[config.mk]
export PLATFORM = sky130hd
export DESIGN_NAME = fat_dir_entry_name_match_core
export DESIGN_NICKNAME = d
export VERILOG_FILES = /design/src/design/fdn_pkg.sv /design/src/design/fat_dir_entry_name_match_core.sv /design/src/design/fdn_entry.sv /design/src/design/fdn_out_reg.sv
export SDC_FILE = /design/constraint.sdc
export NUM_CORES = 1
export LEC_CHECK = 0
export ABC_AREA = 1
export BUFFER_PORTS_ARGS = -buffer_cell sky130_fd_sc_hd__buf_2
export CAP_MARGIN = 20
export CORE_ASPECT_RATIO = 1.5
export CORE_MARGIN = 2
export CORE_UTILIZATION = 52
export CTS_BUF_LIST = sky130_fd_sc_hd__clkbuf_16
export DETAILED_ROUTE_END_ITERATION = 8
export PLACE_DENSITY = 0.87
export SYNTH_ARGS = -nofsm -noshare
export SYNTH_HDL_FRONTEND = slang
export SYNTH_SLANG_ARGS = --single-unit
[constraint.sdc]
create_clock -name clk -period 3.2 [get_ports clk]
set_input_delay 0.32 -clock clk [delete_from_list [all_inputs] [get_ports clk]]
set_output_delay 0.32 -clock clk [all_outputs]
set_load 0.1 [all_outputs]
[src/design/fdn_pkg.sv]
package fdn_pkg;

  localparam logic [7:0] SPACE_BYTE       = 8'h20;
  localparam logic [4:0] BASE_LAST_OFS    = 5'd7;
  localparam logic [4:0] EXT_FIRST_OFS    = 5'd8;
  localparam logic [4:0] EXT_LAST_OFS     = 5'd10;
  localparam logic [4:0] CLUSTER_HIGH_OFS = 5'h14;
  localparam logic [4:0] CLUSTER_LOW_OFS  = 5'h1A;
  localparam logic [4:0] SIZE_OFS         = 5'h1C;
  localparam logic [4:0] ENTRY_LAST_OFS   = 5'd31;

  localparam logic [63:0] TARGET_BASE_RESET = 64'h2020_2020_2020_2020;
  localparam logic [23:0] TARGET_EXT_RESET  = 24'h20_2020;

  typedef enum logic [0:0] {
    CFG_TARGET_BASE = 1'b0,
    CFG_TARGET_EXT  = 1'b1
  } cfg_index_t;

  typedef struct packed {
    logic        found;
    logic [31:0] start_cluster;
    logic [31:0] file_size;
  } result_t;

  typedef struct packed {
    logic equal;
    logic finished;
  } cmp_state_t;

  function automatic cmp_state_t compare_step(logic [7:0] got, logic [7:0] want,
                                              cmp_state_t cur);
    cmp_state_t nxt;
    logic       got_sp;
    logic       want_sp;
    nxt     = cur;
    got_sp  = (got == SPACE_BYTE);
    want_sp = (want == SPACE_BYTE);
    if (!cur.finished) begin
      if (got_sp || want_sp) begin
        if (got_sp != want_sp) nxt.equal = 1'b0;
        nxt.finished = 1'b1;
      end else if (got != want) begin
        nxt.equal = 1'b0;
      end
    end
    return nxt;
  endfunction

endpackage

[src/design/fat_dir_entry_name_match_core.sv]
// A byte accepted into the input register is processed from there when it steps; the result
// of an entry's last byte is loaded into the result register and shown from there on out_*.
// One directory byte per cycle while the input register does not stall; one result word per 32 bytes.
// The input register stalls only on an entry's last byte while the result register is full
// and out_tready is low.
// Reset (rst_n low, synchronous): entry offset zero, captures cleared, both
// targets back to space padding, no word held.
module fat_dir_entry_name_match_core
  import fdn_pkg::*;
(
  input  logic        clk,
  input  logic        rst_n,
  input  logic        in_tvalid,
  output logic        in_tready,
  input  logic [7:0]  in_tdata,   // [7:0] dir_byte
  output logic        out_tvalid,
  input  logic        out_tready,
  output logic [71:0] out_tdata,  // [0] found, [32:1] start_cluster, [64:33] file_size, [71:65] zero
  input  logic        cfg_valid,
  output logic        cfg_ready,
  input  cfg_index_t  cfg_index,
  input  logic [63:0] cfg_data
);

  logic [63:0] target_base_r;
  logic [23:0] target_ext_r;
  logic        stg_valid_r;
  logic [7:0]  stg_byte_r;
  logic        last;
  logic        free;
  logic        step;
  result_t     result;
  result_t     out_result;

  assign cfg_ready = 1'b1;

  always_ff @(posedge clk) begin
    if (!rst_n) begin
      target_base_r <= TARGET_BASE_RESET;
      target_ext_r  <= TARGET_EXT_RESET;
    end else if (cfg_valid) begin
      unique case (cfg_index)
        CFG_TARGET_BASE: target_base_r <= cfg_data;
        CFG_TARGET_EXT:  target_ext_r  <= cfg_data[23:0];
        default: ;
      endcase
    end
  end

  assign step      = stg_valid_r && (!last || free);
  assign in_tready = !stg_valid_r || step;

  always_ff @(posedge clk) begin
    if (!rst_n) begin
      stg_valid_r <= 1'b0;
    end else if (in_tready) begin
      stg_valid_r <= in_tvalid;
    end
  end

  always_ff @(posedge clk) begin
    if (in_tready && in_tvalid) begin
      stg_byte_r <= in_tdata;
    end
  end

  fdn_entry u_entry (
    .clk         (clk),
    .rst_n       (rst_n),
    .step        (step),
    .dir_byte    (stg_byte_r),
    .target_base (target_base_r),
    .target_ext  (target_ext_r),
    .last        (last),
    .result      (result)
  );

  fdn_out_reg u_out (
    .clk        (clk),
    .rst_n      (rst_n),
    .load       (step && last),
    .result     (result),
    .free       (free),
    .out_valid  (out_tvalid),
    .out_ready  (out_tready),
    .out_result (out_result)
  );

  assign out_tdata = {7'd0, out_result.file_size, out_result.start_cluster, out_result.found};

endmodule

[src/design/fdn_entry.sv]
module fdn_entry
  import fdn_pkg::*;
(
  input  logic        clk,
  input  logic        rst_n,
  input  logic        step,
  input  logic [7:0]  dir_byte,
  input  logic [63:0] target_base,
  input  logic [23:0] target_ext,
  output logic        last,
  output result_t     result
);

  logic [4:0]  pos_r, pos_nxt;
  cmp_state_t  base_r, base_nxt;
  cmp_state_t  ext_r, ext_nxt;
  logic [15:0] hi_r, hi_nxt;
  logic [15:0] lo_r, lo_nxt;
  logic [31:0] size_r, size_nxt;

  logic [7:0]  want_base;
  logic [7:0]  want_ext;

  assign want_base = target_base[{pos_r[2:0], 3'b000} +: 8];
  assign want_ext  = target_ext[{pos_r[1:0], 3'b000} +: 8];
  assign last      = (pos_r == ENTRY_LAST_OFS);

  always_comb begin
    pos_nxt  = pos_r + 5'd1;
    base_nxt = base_r;
    ext_nxt  = ext_r;
    hi_nxt   = hi_r;
    lo_nxt   = lo_r;
    size_nxt = size_r;
    if (pos_r <= BASE_LAST_OFS) begin
      base_nxt = compare_step(dir_byte, want_base, base_r);
    end else if (pos_r <= EXT_LAST_OFS) begin
      ext_nxt = compare_step(dir_byte, want_ext, ext_r);
    end else if (pos_r == CLUSTER_HIGH_OFS) begin
      hi_nxt[7:0] = dir_byte;
    end else if (pos_r == CLUSTER_HIGH_OFS + 5'd1) begin
      hi_nxt[15:8] = dir_byte;
    end else if (pos_r == CLUSTER_LOW_OFS) begin
      lo_nxt[7:0] = dir_byte;
    end else if (pos_r == CLUSTER_LOW_OFS + 5'd1) begin
      lo_nxt[15:8] = dir_byte;
    end else if (pos_r >= SIZE_OFS) begin
      size_nxt[{pos_r[1:0], 3'b000} +: 8] = dir_byte;
    end
  end

  assign result.found         = base_nxt.equal && ext_nxt.equal;
  assign result.start_cluster = {hi_nxt, lo_nxt};
  assign result.file_size     = size_nxt;

  always_ff @(posedge clk) begin
    if (!rst_n || (step && last)) begin
      pos_r  <= '0;
      base_r <= '{equal: 1'b1, finished: 1'b0};
      ext_r  <= '{equal: 1'b1, finished: 1'b0};
      hi_r   <= '0;
      lo_r   <= '0;
      size_r <= '0;
    end else if (step) begin
      pos_r  <= pos_nxt;
      base_r <= base_nxt;
      ext_r  <= ext_nxt;
      hi_r   <= hi_nxt;
      lo_r   <= lo_nxt;
      size_r <= size_nxt;
    end
  end

endmodule

[src/design/fdn_out_reg.sv]
module fdn_out_reg
  import fdn_pkg::*;
(
  input  logic    clk,
  input  logic    rst_n,
  input  logic    load,
  input  result_t result,
  output logic    free,
  output logic    out_valid,
  input  logic    out_ready,
  output result_t out_result
);

  logic    valid_r;
  result_t data_r;

  assign free       = !valid_r || out_ready;
  assign out_valid  = valid_r;
  assign out_result = data_r;

  always_ff @(posedge clk) begin
    if (!rst_n) begin
      valid_r <= 1'b0;
    end else if (load) begin
      valid_r <= 1'b1;
    end else if (out_ready) begin
      valid_r <= 1'b0;
    end
  end

  always_ff @(posedge clk) begin
    if (load) begin
      data_r <= result;
    end
  end

endmodule

-- Word level (Yosys, flattened, before mapping)
Index checks and enable logic that the tools add are counted.
- flip-flop bits (word level): 236
- bits of input ports: 78
- output and inout bits: 75
- logic and storage cells: 93
- add/subtract/negate cells: 2
- $lt $le $gt $ge: 3
- eq/ne operators: 12
- shift-type cells: 4
- muxes and demuxes: 35
- bitwise gates (word level): 2
- reductions and logical operators: 19
- operator list (kind ; number):
    $mux 32 ; 7
    $mux 16 ; 6
    $shiftx 64x7->8 ; 1
    $mux 8 ; 6
    $bwmux 32 ; 1
    $shift 8x7->32 const A ; 1
    $shiftx 8x7->32 ; 1
    $eq 5x5->1 const B ; 5
    $eq 8x6->1 const B ; 3
    $shiftx 24x6->8 ; 1
    $ne 8x8->1 ; 2
    $mux 1 ; 10
    $mux 2 ; 5
    $neg 5->7 ; 1
    $logic_or 1x1->1 ; 6
    $reduce_and 2->1 ; 3
    $add 5x1->5 const B ; 1
    $ge 5x5->1 const B ; 1
    $le 5x3->1 const B ; 1
    $le 5x4->1 const B ; 1
    $logic_and 1x1->1 ; 4
    $logic_not 1->1 ; 4
    $reduce_and 3->1 ; 1
    $ne 1x1->1 ; 2
    other kinds (2) ; 3

-- Depth between registers and ports, before layout
- depth in word-level cells: 10
- depth in mapped cells: 19

-- Hierarchy
Synthesis repeated with hierarchy kept, for this count alone.
- cell total of the unflattened synthesis: 1472
- area total of the unflattened synthesis: 10898.0 um^2
- by module, submodules not included (module ; instances ; cells each ; area each (um^2) ; seq. area each (um^2)):
    fdn_entry ; 1 ; 869 ; 5029.8 ; 1461.4
    fat_dir_entry_name_match_core ; 1 ; 532 ; 3870.0 ; 2021.9
    fdn_out_reg ; 1 ; 71 ; 1998.2 ; 1971.9

-- Least setup slack after synthesis
OpenSTA, ideal clock, no wires.
- kind: reg2reg
- from: reg u_entry.pos_r[1]
- to: reg u_out.data_r (netlist bit u_out.out_result[0]) (enable)
- setup time: 0.420 ns
- arrival time: 2.544 ns
- setup slack: 0.237 ns
- stages on the path, launching flop included: 10
- buffers on the path: 0
- period minus slack after synthesis: 2.963 ns
- cell sequence: dfxtp_1 -> ha_1 -> nand2_1 -> nor2_1 -> ha_1 -> nand2_1 -> nand2_2 -> inv_2 -> nand2_1 -> inv_1
- word-level cells in the longest chain between the ends: 5
- RTL lines (item ; RTL line ; RTL):
    start, declared ; fdn_entry.sv:14 ; logic [4:0] pos_r, pos_nxt;
    start signal, assigned ; fdn_entry.sv:65 ; pos_r <= pos_nxt;
    $eq 5x5->1 * ; fdn_entry.sv:26 ; assign last = (pos_r == ENTRY_LAST_OFS);
    $logic_not 1->1 ; fat_dir_entry_name_match_core.sv:50 ; assign step = stg_valid_r && (!last || free);
    $logic_or 1x1->1 ; fat_dir_entry_name_match_core.sv:50 ;
    $logic_and 1x1->1 ; fat_dir_entry_name_match_core.sv:50 ;
    $logic_and 1x1->1 * ; fat_dir_entry_name_match_core.sv:81 ; .load (step && last),
    net u_out.load ; fdn_out_reg.sv:6 ; input logic load,
    end signal, assigned ; fdn_out_reg.sv:33 ; data_r <= result;
    end, declared ; fdn_out_reg.sv:15 ; result_t data_r;
Mark *: on every way through the listed nets, which the timed path passes. The rest lies on a longest branch.
A chain may end at the register's enable or synchronous reset.

-- Final worst setup path
- from: reg u_entry.pos_r[0]
- to: reg u_entry.size_r[20]
- word-level cells in the longest chain between the ends: 10
- elaborated cells on any way between the ends: 24
- classes of those cells: add/sub: 1; order compare: 3; eq/ne: 5; shift: 2; mux: 8; reduce/logical: 5
- RTL lines (item ; RTL line ; RTL):
    $neg 5->7 ; fdn_entry.sv:48 ; size_nxt[{pos_r[1:0], 3'b000} +: 8] = dir_byte;
    $shiftx 8x7->32 or $shift 8x7->32 (tied branches) ; fdn_entry.sv:48 ;
    $bwmux 32 ; fdn_entry.sv:48 ;
    $mux 32 ; fdn_entry.sv:47 ; end else if (pos_r >= SIZE_OFS) begin
    $mux 32 ; fdn_entry.sv:45 ; end else if (pos_r == CLUSTER_LOW_OFS + 5'd1) begin
    $mux 32 ; fdn_entry.sv:43 ; end else if (pos_r == CLUSTER_LOW_OFS) begin
    $mux 32 ; fdn_entry.sv:41 ; end else if (pos_r == CLUSTER_HIGH_OFS + 5'd1) begin
    $mux 32 ; fdn_entry.sv:39 ; end else if (pos_r == CLUSTER_HIGH_OFS) begin
    $mux 32 ; fdn_entry.sv:37 ; end else if (pos_r <= EXT_LAST_OFS) begin
    $mux 32 ; fdn_entry.sv:35 ; if (pos_r <= BASE_LAST_OFS) begin
    end signal, assigned ; fdn_entry.sv:70 ; size_r <= size_nxt;
    end, declared ; fdn_entry.sv:19 ; logic [31:0] size_r, size_nxt;
Several ways; a longest one is shown, not always the timed one.

==> results.sh <==
export IMPL_dp_hpwl_um=17600
export IMPL_cts_tree="yes"
export IMPL_antennaDiodeCount=0
export IMPL_critical_path_class="reg -> reg"
export IMPL_yosysMostFrequentCell="nand2_1"
export IMPL_finalWorstSetupSlack_ns=0.236
export IMPL_clock_path_buffers=3
export IMPL_ant_nets=0
export IMPL_timing_rr_end="u_entry.size_r[20]$_SDFFE_PP0P_"
export IMPL_rows=63
export IMPL_r2r_start="u_entry.pos_r[0]$_SDFFE_PP0P_"
export IMPL_dieArea_sq_um=21300
export IMPL_wl_um=25900
export IMPL_synth_area_leader_cell="dfxtp_1"
export IMPL_regToRegSetupSlack_ns=0.24
export IMPL_tns_ns=0
export IMPL_end_kind="flop"
export IMPL_avgSynthCellArea_sq_um=7.85
export IMPL_maxSlewHeadroom_pct=41.1
export IMPL_hold_viol_final=0
export IMPL_cpMostUsedCell="nand2_1"
export IMPL_maxCapViolCount=0
export IMPL_fin_skew_ns=0.00887
export IMPL_hp_start="in_tdata[0]"
export IMPL_finalSetupViolCount=0
export IMPL_cp_max_fo=72
export IMPL_path_buf_inv=3
export IMPL_synth_common_cells="nand2_1 (209), nor2_1 (192), inv_1 (170)"
export IMPL_start_util_pct=52.9
export IMPL_critical_path_top_delay_family="buffers and inverters"
export IMPL_coreArea_sq_um=19800
export IMPL_synth_ff_latch_count=236
export IMPL_status="finished, final reports clean"
export IMPL_drtIter0Drc=878
export IMPL_clk_latency_ns=0.50
export IMPL_io_buffer_count=144
export IMPL_slew_viol_final=0
export IMPL_arrival_ns=3.36
export IMPL_ir_drop_mv=0.407
export IMPL_ys_types=40
export IMPL_synth_edf_count=73
export IMPL_leakage_nw=5.25
export IMPL_final_cells=1715
export IMPL_min_period_over_period_pct=92.6
export IMPL_numCtsBuffers=22
export IMPL_die_w_um=120
export IMPL_drive_above_1_share_pct=14.8
export IMPL_cp_slowest_cell="inv_2"
export IMPL_avgRoutedWirePerCell_um=15.1
export IMPL_grt_pass1_wl_um=41200
export IMPL_cts_htree_levels=1
export IMPL_grt_pass1_vias=8597
export IMPL_avgViaCountPerCell=5.33
export IMPL_worstHoldPathCells=1
export IMPL_cp_start_kind="flop"
export IMPL_syn_inst=1333
export IMPL_drtPass1Iterations=6
export IMPL_dp_cells=1672
export IMPL_yosysWarnings=0
export IMPL_antenna_found_initial=0
export IMPL_slowest_delay_ns=0.58
export IMPL_grt_util_all_layers_pct=24.0
export IMPL_cts_root_buffer="clkbuf_16"
export IMPL_rsz0062_at_grt="false"
export IMPL_r2r_cells=13
export IMPL_syn_area_sq_um=10500
export IMPL_pwr_density_cell_nw_per_um2=547
export IMPL_worstHoldEndpoint="stg_byte_r[0]$_DFFE_PP_"
export IMPL_synth_top_cell_area_share_pct=31.2
export IMPL_cts_sinks=236
export IMPL_grt_start_max_net_pins=99
export IMPL_async_reset_ff_share_pct=0
export IMPL_drc=0
export IMPL_area_growth_synth_to_final_pct=14.3
export IMPL_clk_pin_slew_worst_paths_ns=0.06
export IMPL_vias=9144
export IMPL_cp_depth=13
export IMPL_cp_cell_sequence="ha_1 > nand2_1 > nor2_1 > ha_1 > nand2_1 > nand2_2 > inv_2 > nand2_1 > nand2_2 > buf_12 > a21oi_1 > o21ai_0 > inv_1"
export IMPL_grt_overflow_total=0
export IMPL_nets=1526
export IMPL_postCtsSetupBuffers=0
export IMPL_fillCellCount=1749
export IMPL_min_delay_path_class="in -> reg"
export IMPL_ios=153
export IMPL_yosys_most_used_dff="dfxtp_1"
export IMPL_tightest_slew_ns=0.884
export IMPL_synth_seq_area_share_pct=52.1
export IMPL_die_h_um=178
export IMPL_dpl_worst_slack_ns=0.352
export IMPL_place_congestion=0.885
export IMPL_min_period_ns=2.96
export IMPL_yosys_top_cells_area="dfxtp_1 (31%), edfxtp_1 (21%), nand2_1 (7.5%), o21ai_0 (7.0%), nor2_1 (6.9%)"
export IMPL_fmax_mhz=337
export IMPL_required_ns=3.59
-- registers in the layout, summed over array words and instances (netlist names) --
register,count
stg_byte_r,8
stg_valid_r,1
target_base_r,64
target_ext_r,24
u_entry.base_r,2
u_entry.ext_r,2
u_entry.hi_r,16
u_entry.lo_r,16
u_entry.pos_r,5
u_entry.size_r,32
u_out.out_result,65
u_out.out_valid,1
-- routing by layer --
metal | GRT usage (%) | vias to the layer above | share of wire, %
met5 | 0 | - | 0
met4 | 12.9 | 0 | 4.4
met3 | 3.02 | 82 | 6.5
met2 | 44.8 | 393 | 51
met1 | 26.2 | 4143 | 38
li1 | - | 4526 | -
-- power breakdown --
group          switching, mW  total (mW)  internal, mW
registers             0.0753        3.29          3.21
clock network           1.08        2.54          1.46
logic                  0.487       0.714         0.227
total                   1.65        6.54          4.90
-- worst max-delay path by stage --
stage / start / end
after floorplan: u_entry.pos_r[1]$_SDFFE_PP0P_ / u_out.out_result[0]$_DFFE_PP_
after global placement: u_entry.pos_r[0]$_SDFFE_PP0P_ / u_out.out_result[64]$_DFFE_PP_
after detailed placement: u_entry.pos_r[0]$_SDFFE_PP0P_ / u_entry.size_r[22]$_SDFFE_PP0P_
after CTS: u_entry.pos_r[0]$_SDFFE_PP0P_ / u_entry.size_r[20]$_SDFFE_PP0P_
after global routing: u_entry.pos_r[0]$_SDFFE_PP0P_ / u_out.out_result[64]$_DFFE_PP_
final: u_entry.pos_r[0]$_SDFFE_PP0P_ / u_entry.size_r[20]$_SDFFE_PP0P_
-- layout by cell type (no fill, tap or decap), drive strengths merged, types with 8 or more instances in the layout --
cell    synthesis  routed
a21oi          96      96
buf            42     157
clkbuf         42      23
clkinv          1       9
conb            2       8
dfxtp         163     163
edfxtp         73      73
ha              8       8
inv           176     181
nand2         213     213
nand3          67      67
nand4          12      12
nor2          198     198
o211ai         14      14
o21ai         205     205
-- metrics by stage --
step | power (mW) | hold slack (ns) | cell area [sq um] | utilization, %
finish | 6.54 | 0.0183 | 12000 | 60.5
floorplan | 3.85 | 0.419 | 10500 | -
global placement | 4.02 | 0.438 | 11200 | 56.8
global route | 6.79 | 0.00234 | 12000 | 60.5
detailed placement | 4.05 | 0.443 | 11200 | 56.8
CTS | 6.55 | 0.00597 | 12000 | 60.5
-- layout make-up --
cell class                      instances  area [sq um]  share of cell area (%)
Sequential cell                       236          5460                    45.6
Clock inverter                         16           121                    1.01
Tap cell                              260           325                    2.72
Clock buffer                           23           576                    4.81
Timing Repair Buffer                  161           896                    7.49
Inverter                              177           667                    5.57
Multi-Input combinational cell        842          3930                    32.8
-- logic make-up (layout without fill, tap and decap cells) --
kind of cell | count (synthesis) | count (layout) | synth area share (%)
AND/OR/NAND/NOR | 497 | 497 | 19.6
AO/OA/AOI/OAI | 326 | 326 | 16.4
buffers and inverters | 261 | 377 | 10.6
flip-flops | 236 | 236 | 52.1
adder cells (fa/ha/maj) | 8 | 8 | 0.956
XOR/XNOR | 3 | 3 | 0.251
other | 2 | 8 | 0.0717
-- what timing repair did --
action / CTS / global route
endpoints found under the hold margin: 4 / 0
hold buffers: 4 / 0
gates resized for setup: 0 / 0
Power figures use the tool's default switching activity.
